$ cat src/rtl/bcc_pkg.sv
// ----------------------------------------------------------------------------
// bcc_pkg
// Shared widths and constants of the binomial coefficient core.
// ----------------------------------------------------------------------------
package bcc_pkg;

  // Operand and result widths
  localparam int N_W    = 6;
  localparam int COEF_W = 64;

  // Largest supported set size; larger n gives a zero result
  localparam int MAX_N = 63;

  // Running product acc * m before the exact division. The largest value is
  // i * C(n, i), which needs 65 bits at n = 63; keep a whole number of digits.
  localparam int DIG_W  = 2;
  localparam int PROD_W = 72;

  // Divider digit steps and its counter
  localparam int DIV_STEPS = PROD_W / DIG_W;
  localparam int CNT_W     = $clog2(DIV_STEPS + 1);

  // Partial remainder joined with one dividend digit
  localparam int REM_W = N_W + DIG_W;

endpackage : bcc_pkg

$ cat src/rtl/bcc_in_if.sv
// ----------------------------------------------------------------------------
// bcc_in_if
// Operand channel: one item carries the pair n, k.
// ----------------------------------------------------------------------------
interface bcc_in_if import bcc_pkg::*; ();

  logic           valid;
  logic           ready;
  logic [N_W-1:0] n;
  logic [N_W-1:0] k;

  modport source (output valid, output n, output k, input ready);
  modport sink   (input valid, input n, input k, output ready);

endinterface : bcc_in_if

$ cat src/rtl/bcc_out_if.sv
// ----------------------------------------------------------------------------
// bcc_out_if
// Result channel: one item carries the coefficient.
// ----------------------------------------------------------------------------
interface bcc_out_if import bcc_pkg::*; ();

  logic              valid;
  logic              ready;
  logic [COEF_W-1:0] coefficient;

  modport source (output valid, output coefficient, input ready);
  modport sink   (input valid, input coefficient, output ready);

endinterface : bcc_out_if

$ cat src/rtl/bcc_divider.sv
// ----------------------------------------------------------------------------
// bcc_divider
// Radix-4 restoring divider: the dividend shifts out two bits per cycle, the
// quotient digits shift in behind it, and only the narrow remainder is kept.
// ----------------------------------------------------------------------------
module bcc_divider import bcc_pkg::*; (
  input  logic              clk,
  input  logic              rst,
  input  logic              start,
  input  logic [PROD_W-1:0] dividend,
  input  logic [N_W-1:0]    divisor,
  output logic              done,
  output logic [PROD_W-1:0] quotient
);

  logic              busy;
  logic [CNT_W-1:0]  cnt;
  logic [PROD_W-1:0] shreg;
  logic [N_W-1:0]    rem;
  logic [N_W-1:0]    dvs;

  logic [REM_W-1:0]  trial;
  logic [REM_W-1:0]  mul1;
  logic [REM_W-1:0]  mul2;
  logic [REM_W-1:0]  mul3;
  logic [DIG_W-1:0]  qdig;
  logic [N_W-1:0]    rem_next;

  // Pick the largest multiple of the divisor that fits the trial remainder
  always_comb begin
    trial = {rem, shreg[PROD_W-1 -: DIG_W]};
    mul1  = REM_W'(dvs);
    mul2  = REM_W'({dvs, 1'b0});
    mul3  = mul1 + mul2;
    priority if (trial >= mul3) begin
      qdig     = DIG_W'(3);
      rem_next = N_W'(trial - mul3);
    end else if (trial >= mul2) begin
      qdig     = DIG_W'(2);
      rem_next = N_W'(trial - mul2);
    end else if (trial >= mul1) begin
      qdig     = DIG_W'(1);
      rem_next = N_W'(trial - mul1);
    end else begin
      qdig     = '0;
      rem_next = N_W'(trial);
    end
  end

  // Sequence the digit steps
  always_ff @(posedge clk) begin
    if (rst) begin
      busy <= 1'b0;
      done <= 1'b0;
      cnt  <= '0;
    end else begin
      done <= 1'b0;
      if (start) begin
        busy <= 1'b1;
        cnt  <= CNT_W'(DIV_STEPS);
      end else if (busy) begin
        cnt <= cnt - CNT_W'(1);
        if (cnt == CNT_W'(1)) begin
          busy <= 1'b0;
          done <= 1'b1;
        end
      end
    end
  end

  // Advance the shift register and the remainder
  always_ff @(posedge clk) begin
    if (start) begin
      shreg <= dividend;
      rem   <= '0;
      dvs   <= divisor;
    end else if (busy) begin
      shreg <= {shreg[PROD_W-DIG_W-1:0], qdig};
      rem   <= rem_next;
    end
  end

  assign quotient = shreg;

endmodule : bcc_divider

$ cat src/rtl/binomial_coefficient_core.sv
// ----------------------------------------------------------------------------
// binomial_coefficient_core
// n choose k by the multiplicative scheme with a digit-serial exact divider.
// ----------------------------------------------------------------------------
// Usage:
//   op  (valid/ready): one item carries n and k, accepted when both are high.
//   res (valid/ready): one item per operand item carries the coefficient.
//   k > n gives 0; k = 0 or k = n gives 1; otherwise k is folded to
//   kr = min(k, n-k) and the running value n-kr+1 is multiplied by n-kr+i
//   and divided exactly by i for i = 2 .. kr.
// Timing:
//   One item at a time. Each loop step is the multiply by the 6-bit factor
//   in S_MUL, then the radix-4 divider in S_DIV, which walks the 72-bit
//   product two bits per cycle. The result goes from S_DONE into the
//   output register once the slot is free. op.ready is high only while no
//   item is in progress.
// Reset and stalls:
//   rst clears the sequencer, the divider control and the output valid flag.
//   The output register holds a finished result while the receiver stalls,
//   and a new item is accepted meanwhile; its own result waits for the slot.
// ----------------------------------------------------------------------------
module binomial_coefficient_core import bcc_pkg::*; (
  input  logic       clk,
  input  logic       rst,
  bcc_in_if.sink     op,
  bcc_out_if.source  res
);

  typedef enum logic [1:0] {
    S_IDLE,
    S_MUL,
    S_DIV,
    S_DONE
  } state_t;

  localparam logic [N_W:0] MAX_N_V = (N_W + 1)'(MAX_N);

  state_t            state;
  logic [N_W-1:0]    nn;
  logic [N_W-1:0]    kk;
  logic [N_W-1:0]    idx;
  logic [PROD_W-1:0] acc;

  // Operand decode
  logic              k_gt_n;
  logic              n_big;
  logic              trivial;
  logic [N_W-1:0]    k_red;
  logic [N_W-1:0]    base;

  // Step datapath
  logic [N_W-1:0]    factor;
  logic [PROD_W-1:0] product;
  logic              div_start;
  logic              div_done;
  logic [PROD_W-1:0] div_quot;
  logic              slot_free;

  // Classify the pair and fold k to the smaller side
  always_comb begin
    k_gt_n  = op.k > op.n;
    n_big   = {1'b0, op.n} > MAX_N_V;
    trivial = (op.k == '0) || (op.k == op.n);
    k_red   = ({op.k, 1'b0} > {1'b0, op.n}) ? (op.n - op.k) : op.k;
    base    = op.n - k_red + N_W'(1);
  end

  // Multiply by the next factor; the divider registers the product
  assign factor    = nn - kk + idx;
  assign product   = acc * PROD_W'(factor);
  assign div_start = (state == S_MUL);
  assign slot_free = !res.valid || res.ready;
  assign op.ready  = (state == S_IDLE);

  bcc_divider u_div (
    .clk      (clk),
    .rst      (rst),
    .start    (div_start),
    .dividend (product),
    .divisor  (idx),
    .done     (div_done),
    .quotient (div_quot)
  );

  // Sequencer and output register
  always_ff @(posedge clk) begin
    if (rst) begin
      state     <= S_IDLE;
      res.valid <= 1'b0;
    end else begin
      // Drop a taken item unless a finished one moves into the slot
      if (res.valid && res.ready && (state != S_DONE)) begin
        res.valid <= 1'b0;
      end
      unique case (state)
        S_IDLE: begin
          if (op.valid) begin
            nn  <= op.n;
            kk  <= k_red;
            idx <= N_W'(2);
            priority if (k_gt_n || n_big) begin
              acc   <= '0;
              state <= S_DONE;
            end else if (trivial) begin
              acc   <= PROD_W'(1);
              state <= S_DONE;
            end else begin
              acc   <= PROD_W'(base);
              state <= (k_red == N_W'(1)) ? S_DONE : S_MUL;
            end
          end
        end
        S_MUL: begin
          state <= S_DIV;
        end
        S_DIV: begin
          if (div_done) begin
            acc <= div_quot;
            if (idx == kk) begin
              state <= S_DONE;
            end else begin
              idx   <= idx + N_W'(1);
              state <= S_MUL;
            end
          end
        end
        S_DONE: begin
          if (slot_free) begin
            res.valid       <= 1'b1;
            res.coefficient <= acc[COEF_W-1:0];
            state           <= S_IDLE;
          end
        end
        default: begin
          state <= S_IDLE;
        end
      endcase
    end
  end

endmodule : binomial_coefficient_core

$ cat src/flat_wrapper.sv
// flat-port wrapper written by rule: the top's interface ports become plain ports
module binomial_coefficient_core_flat import bcc_pkg::*;
  (clk, rst, op_valid, op_n, op_k, op_ready, res_valid, res_coefficient, res_ready);
  bcc_in_if op_i ();
  bcc_out_if res_i ();
  input  logic clk;
  input  logic rst;
  input wire logic [$bits(op_i.valid)-1:0] op_valid;
  input wire logic [$bits(op_i.n)-1:0] op_n;
  input wire logic [$bits(op_i.k)-1:0] op_k;
  output wire logic [$bits(op_i.ready)-1:0] op_ready;
  output wire logic [$bits(res_i.valid)-1:0] res_valid;
  output wire logic [$bits(res_i.coefficient)-1:0] res_coefficient;
  input wire logic [$bits(res_i.ready)-1:0] res_ready;
  assign op_i.valid = op_valid;
  assign op_i.n = op_n;
  assign op_i.k = op_k;
  assign op_ready = op_i.ready;
  assign res_valid = res_i.valid;
  assign res_coefficient = res_i.coefficient;
  assign res_i.ready = res_ready;
  binomial_coefficient_core u_core (.clk(clk), .rst(rst), .op(op_i), .res(res_i));
endmodule
$ cat config.mk
export PLATFORM = sky130hd
export DESIGN_NAME = binomial_coefficient_core_flat
export DESIGN_NICKNAME = d
export VERILOG_FILES = /design/src/rtl/bcc_pkg.sv /design/src/rtl/bcc_in_if.sv /design/src/rtl/bcc_out_if.sv /design/src/rtl/bcc_divider.sv /design/src/rtl/binomial_coefficient_core.sv /design/src/flat_wrapper.sv
export SDC_FILE = /design/constraint.sdc
export NUM_CORES = 1
export LEC_CHECK = 0
export ABC_AREA = 1
export BUFFER_PORTS_ARGS = -buffer_cell sky130_fd_sc_hd__buf_2
export CAP_MARGIN = 20
export CORE_MARGIN = 8
export CORE_UTILIZATION = 65
export CTS_BUF_LIST = sky130_fd_sc_hd__clkbuf_4
export DETAILED_ROUTE_END_ITERATION = 8
export PLACE_DENSITY_LB_ADDON = 0.15
export SLEW_MARGIN = 20
export SYNTH_ARGS = -nofsm -noshare
export SYNTH_HDL_FRONTEND = slang
export SYNTH_SLANG_ARGS = --single-unit
export TNS_END_PERCENT = 50
$ cat constraint.sdc
create_clock -name clk -period 18.2 [get_ports clk]
set_clock_uncertainty 0.15 [all_clocks]
set_input_delay 2.73 -clock clk [delete_from_list [all_inputs] [get_ports clk]]
set_output_delay 2.73 -clock clk [all_outputs]
set_load 0.02 [all_outputs]
==> results of run 1 <==
==> registers in the layout (all words and copies together) (netlist names), 6 cells and up <==
register,flops
u_core.u_div.dvs,6
u_core.acc,72
u_core.u_div.rem,6
u_core.idx,6
u_core.kk,6
u_core.nn,6
u_core.u_div.quotient,72
u_core.res.coefficient,64
u_core.u_div.cnt,6
==> cells in the mapped netlist, drive strengths merged, types with 11 or more instances <==
master  instances
nand3         133
o21bai         16
o21ai         135
nand2         788
clkbuf         51
inv           646
xor2           18
xnor2          30
nor2          438
ha            132
nor3           25
buf            19
nand4          31
or2            19
a21oi         149
dfxtp          17
fa            280
nand3b         11
edfxtp        232
==> metal layers <==
layer,wire length [µm],share of wire (%),GRT usage [%]
met5,0,0,0
met4,3123,4.4,14.85
met3,4899,6.9,5.007
met2,34990,49,53.20
met1,28070,39,37.44
==> worst max-delay path by stage <==
stage | startpoint | cells after the start | slack (ps) | to
after floorplan | op_valid | 6 | 9000 | u_core.idx[0]
after global placement | u_core.idx[2] | 30 | 10970 | u_core.u_div.quotient[30]
after detailed placement | u_core.idx[2] | 29 | 10770 | u_core.u_div.quotient[52]
after CTS | u_core.idx[2] | 29 | 10720 | u_core.u_div.quotient[52]
after global routing | u_core.idx[2] | 30 | 10190 | u_core.u_div.quotient[30]
final | u_core.idx[2] | 29 | 10640 | u_core.u_div.quotient[52]
==> metrics by stage <==
step	hold slack (ps)	setup slack, ps	instance area (µm²)
after CTS	314.3	10720	27380
after global routing	333.4	10190	27380
after floorplan	290.9	9002	25500
final	315.5	10640	27380
after global placement	301.8	10970	26370
after detailed placement	305.1	10770	26370
==> worst max-delay path, delay by kind of cell (launching register included) <==
family / cells / cell delay (ps)
adder cells (fa/ha/maj): 6 / 2890
buffers and inverters: 7 / 1450
AO/OA/AOI/OAI: 6 / 1410
AND/OR/NAND/NOR: 10 / 910
flip-flops: 1 / 430
==> kinds of logic after synthesis <==
group / after synthesis
simple gates: 1457
buf+inv: 717
fa+ha+maj: 412
compound gates: 331
flops: 249
xor+xnor: 48
==> final cells by class <==
class,count,area [µm²],area share [%]
Timing Repair Buffer,95,510.5,1.864
Multi-Input combinational cell,2248,15480,56.52
Inverter,647,2429,8.869
Clock buffer,106,795.8,2.906
Clock inverter,27,212.7,0.7768
Sequential cell,249,7307,26.69
Tap cell,518,648.1,2.367
Antenna cell,1,2.502,0.009139
==> results.py, run 1 <==
metrics = {
    "cts": {
        "clock-root-buffer": "clkbuf_4",
        "cts_num_sinks": 249,
        "clkTransAtPathRegs_ps": 60,
        "htree_levels": 3,
        "ctsResizeCount": 0,
        "cts_hold_buf": 0,
        "numCtsBuffers": 73,
        "clock_latency_ps": 820,
        "cts_tree": "done",
        "postCtsSetupBuffers": 0,
        "clock_path_buffers": 3,
    },
    "layout": {
        "n_fill_cell": 3079,
        "final_cells": 3891,
        "final_layout_size_suffix_gt1_share_pct": 8.096,
        "final_common_cell": "nand2_1",
        "nets": 3742,
        "area_growth_syn_to_layout_pct": 7.369,
        "final_cell_mix": "nand2_1 (771), inv_1 (637), nor2_1 (431)",
        "finish.utilization_pct": 70.85,
    },
    "min_path": {
        "holdPathEnd": "u_core.u_div.cnt[1]",
        "worst_hold_path_type": "reg -> reg",
        "min_path_cells": 2,
        "hp-start": "u_core.u_div.cnt[1]",
    },
    "setup_path": {
        "path_class": "reg -> reg",
        "cp-end-kind": "register",
        "crit_required_ps": 18560,
        "crit_top_cell": "nand2_1",
        "r2r_cells": 29,
        "start_kind": "register",
        "ff2ff_setup_slack_ps": 10640,
        "slowest_delay_ps": 590,
        "cp_slowest_cell": "inv_2",
        "critPathMaxFanout": 30,
        "regToRegStartpoint": "u_core.idx[2]",
        "crit_arrival_ps": 7920,
        "regToRegEndpoint": "u_core.u_div.quotient[52]",
    },
    "timing": {
        "setup_tns_ps": 0,
        "rsz0062_at_grt": "false",
        "worstMarginPinSlew_ps": 1185,
        "fmax_ghz": 0.1323,
        "relSlewSlack_pct": 21.03,
        "period_share_pct": 41.54,
        "hold_viol": 0,
        "finalCriticalPeriod_ps": 7560,
        "setup_viol": 0,
        "final_max_slew_viol_count": 0,
    },
    "yosys": {
        "synth_seq_cells": 249,
        "yosysTopAreaCell": "edfxtp_1",
        "ys.flop_type": "edfxtp_1",
        "synth_top_family_by_area": "adder cells",
        "yosys.area_share.adder_pct": 28.46,
        "ys_top_cells_by_area": "edfxtp_1 (27%), fa_1 (22%), nand2_1 (11%), inv_1 (9.4%), ha_1 (6.5%)",
        "synth.cell_area_mm2": 0.02550,
        "synth_top_area_share_pct": 27.32,
        "synth_cells": 3214,
        "yosysWarnings": 0,
        "synth_cell_type_count": 51,
        "synth_compound_area_share_pct": 7.158,
        "synth-simple-area-share_pct": 23.30,
        "avgSynthCellArea_um2": 7.935,
        "synth.area.mux_share_pct": 0,
        "synthesis.nets": 3642,
        "yosysSeqAreaShare_pct": 28.65,
        "synthArstFlopShare_pct": 0,
        "synth_xor_area_share_pct": 1.678,
        "synth_edf_count": 232,
    },
    "global_routing": {
        "grt_antenna_before_repair": 1,
        "grt_usage_pct": 30.84,
        "grt_overflow": 0,
        "grt_pass1_vias": 22600,
        "grt_start_max_net_pins": 75,
        "grt_pass1_wl_um": 115100,
    },
    "place": {
        "place.gp.congestion": 1.038,
        "placed_cells_incl_taps": 3757,
        "hpwl_um": 55200,
        "portBuffers": 81,
    },
    "routing": {
        "dr.first_iter.drc_count": 1879,
        "wl_per_cell_um": 18.27,
        "drt_pass1_iterations": 6,
        "ant_nets": 0,
        "routed_via_density": 5.642,
        "vias": 21950,
        "postRouteWirelength_um": 71090,
        "drc": 0,
    },
    "floorplanning": {
        "start_util_pct": 65.99,
        "rows": 72,
        "die_x_um": 214.1,
        "dieArea_mm2": 0.04583,
        "pin_count": 82,
        "die_h_um": 214.1,
        "core-area_mm2": 0.03865,
    },
    "run": {
        "drv_cap": 0,
    },
    "run_status": {
        "status": "finished clean",
    },
}
Power of run 1 is left out: the tool's default activity adds up to more than one toggle a clock period on the data nets, which glitch-free logic cannot reach.
==> run 2: changes to the inputs <==
==> constraint.sdc (replaced) <==
create_clock -name clk -period 7.85 [get_ports clk]
set_clock_uncertainty 0.15 [all_clocks]
set_input_delay 1.1775 -clock clk [delete_from_list [all_inputs] [get_ports clk]]
set_output_delay 1.1775 -clock clk [all_outputs]
set_load 0.02 [all_outputs]
==> results.py, run 2 (same netlist as run 1, synthesis figures left out) <==
metrics = {
    "cts": {
        "numCtsBuffers": 73,
        "postCtsSetupBuffers": 0,
        "clock-root-buffer": "clkbuf_4",
        "ctsResizeCount": 0,
        "clkTransAtPathRegs_ps": 70,
        "clock_latency_ps": 800,
        "cts_tree": "done",
        "clock_path_buffers": 3,
        "htree_levels": 3,
        "cts_hold_buf": 0,
        "cts_num_sinks": 249,
    },
    "floorplanning": {
        "core-area_mm2": 0.03865,
        "pin_count": 82,
        "die_x_um": 214.1,
        "dieArea_mm2": 0.04583,
        "start_util_pct": 65.99,
        "die_h_um": 214.1,
        "rows": 72,
    },
    "timing": {
        "worstMarginPinSlew_ps": 1158,
        "setup_viol": 0,
        "rsz0062_at_grt": "false",
        "period_share_pct": 90.56,
        "setup_tns_ps": 0,
        "finalCriticalPeriod_ps": 7109,
        "hold_viol": 0,
        "layout_setup_ws_ps": 740.8,
        "fmax_ghz": 0.1407,
        "final_max_slew_viol_count": 0,
        "relSlewSlack_pct": 22.80,
    },
    "routing": {
        "drt_pass1_iterations": 7,
        "drc": 0,
        "ant_nets": 0,
        "dr.first_iter.drc_count": 2210,
        "vias": 22240,
        "wl_per_cell_um": 19.22,
        "postRouteWirelength_um": 74760,
        "routed_via_density": 5.717,
    },
    "global_routing": {
        "grt_antenna_before_repair": 1,
        "grt_pass1_wl_um": 120700,
        "grt_pass1_vias": 23340,
        "grt_overflow": 0,
        "grt_start_max_net_pins": 79,
        "grt_usage_pct": 32.65,
    },
    "place": {
        "place.gp.congestion": 1.056,
        "portBuffers": 81,
        "place_area_mm2": 0.02645,
        "hpwl_um": 58260,
        "dp_slack_ps": 801.3,
    },
    "layout": {
        "n_fill_cell": 3081,
        "nets": 3747,
        "final_cell_mix": "nand2_1 (771), inv_1 (637), nor2_1 (431)",
        "final_common_cell": "nand2_1",
        "final_layout_size_suffix_gt1_share_pct": 8.158,
        "finalInstanceArea_mm2": 0.02735,
        "area_growth_syn_to_layout_pct": 7.247,
    },
    "run": {
        "drv_cap": 0,
    },
    "run_status": {
        "status": "finished clean",
    },
    "setup_path": {
        "crit_top_cell": "nand2_1",
        "path_class": "reg -> reg",
        "crit_path_start": "u_core.idx[2]",
        "crit_arrival_ps": 7500,
        "crit_required_ps": 8240,
        "cp-end-kind": "register",
        "critPathMaxFanout": 27,
        "cp_slowest_cell": "fa_1",
        "r2r_cells": 29,
        "start_kind": "register",
        "slowest_delay_ps": 540,
        "regToRegStartpoint": "u_core.idx[2]",
    },
    "min_path": {
        "worst_hold_path_type": "reg -> reg",
        "hp-start": "u_core.idx[4]",
        "min_path_cells": 0,
    },
}
## run 2: changes by cell type in the layout (fill, tap and decap cells not counted), sizes merged
| cell | delta |
|---|---|
| clkinvlp | +2 |
| clkinv | -1 |
| buf | +5 |
| clkbuf | -4 |
| bufinv | -3 |
## run 2: worst max-delay path: cells and delay by family, from the launching register on
family | cells | cell delay, ps
AOI/OAI and AO/OA | 5 | 1340
DFF | 1 | 420
buffers and inverters | 7 | 1210
and+or+nand+nor | 11 | 1000
adders and majority gates | 6 | 2730
## run 2: per-stage QoR
| stage | cells | hold slack [ps] | utilization [%] |
|---|---|---|---|
| final | 3890 | 319.0 | 70.77 |
| after CTS | 3889 | 322.8 | 70.76 |
| after global routing | 3890 | 312.0 | 70.77 |
| after global placement | 3762 | 302.2 | 68.43 |
| after detailed placement | 3762 | 318.9 | 68.43 |
| after floorplan | 3214 | 290.9 | - |
## run 2: final cells by class
class | instances | area, µm² | area share, %
timing repair buffer | 100 | 585.6 | 2.141
antenna | 1 | 2.502 | 0.009150
multi-input combinational | 2248 | 15480 | 56.59
clock buffer | 102 | 765.7 | 2.800
sequential | 249 | 7307 | 26.72
inverter | 647 | 2429 | 8.880
tap | 518 | 648.1 | 2.370
clock inverter | 25 | 136.4 | 0.4987
## run 2: worst paths after layout
path / slack (ps) / end
setup / recovery: 740 / u_core.u_div.quotient[66]
hold reg to reg: 320 / u_core.u_div.dvs[4]
hold / removal: 320 / u_core.u_div.dvs[4]
setup reg to reg: 740 / u_core.u_div.quotient[66]
## run 2: layer usage
layer | routed length [µm] | share of wire, % | global-route usage (%)
met1 | 28530 | 38 | 39.20
met2 | 36380 | 49 | 55.93
met3 | 5944 | 8.0 | 5.811
met4 | 3906 | 5.2 | 16.75
met5 | 0 | 0 | 0
Power of run 2 is left out for the same reason.
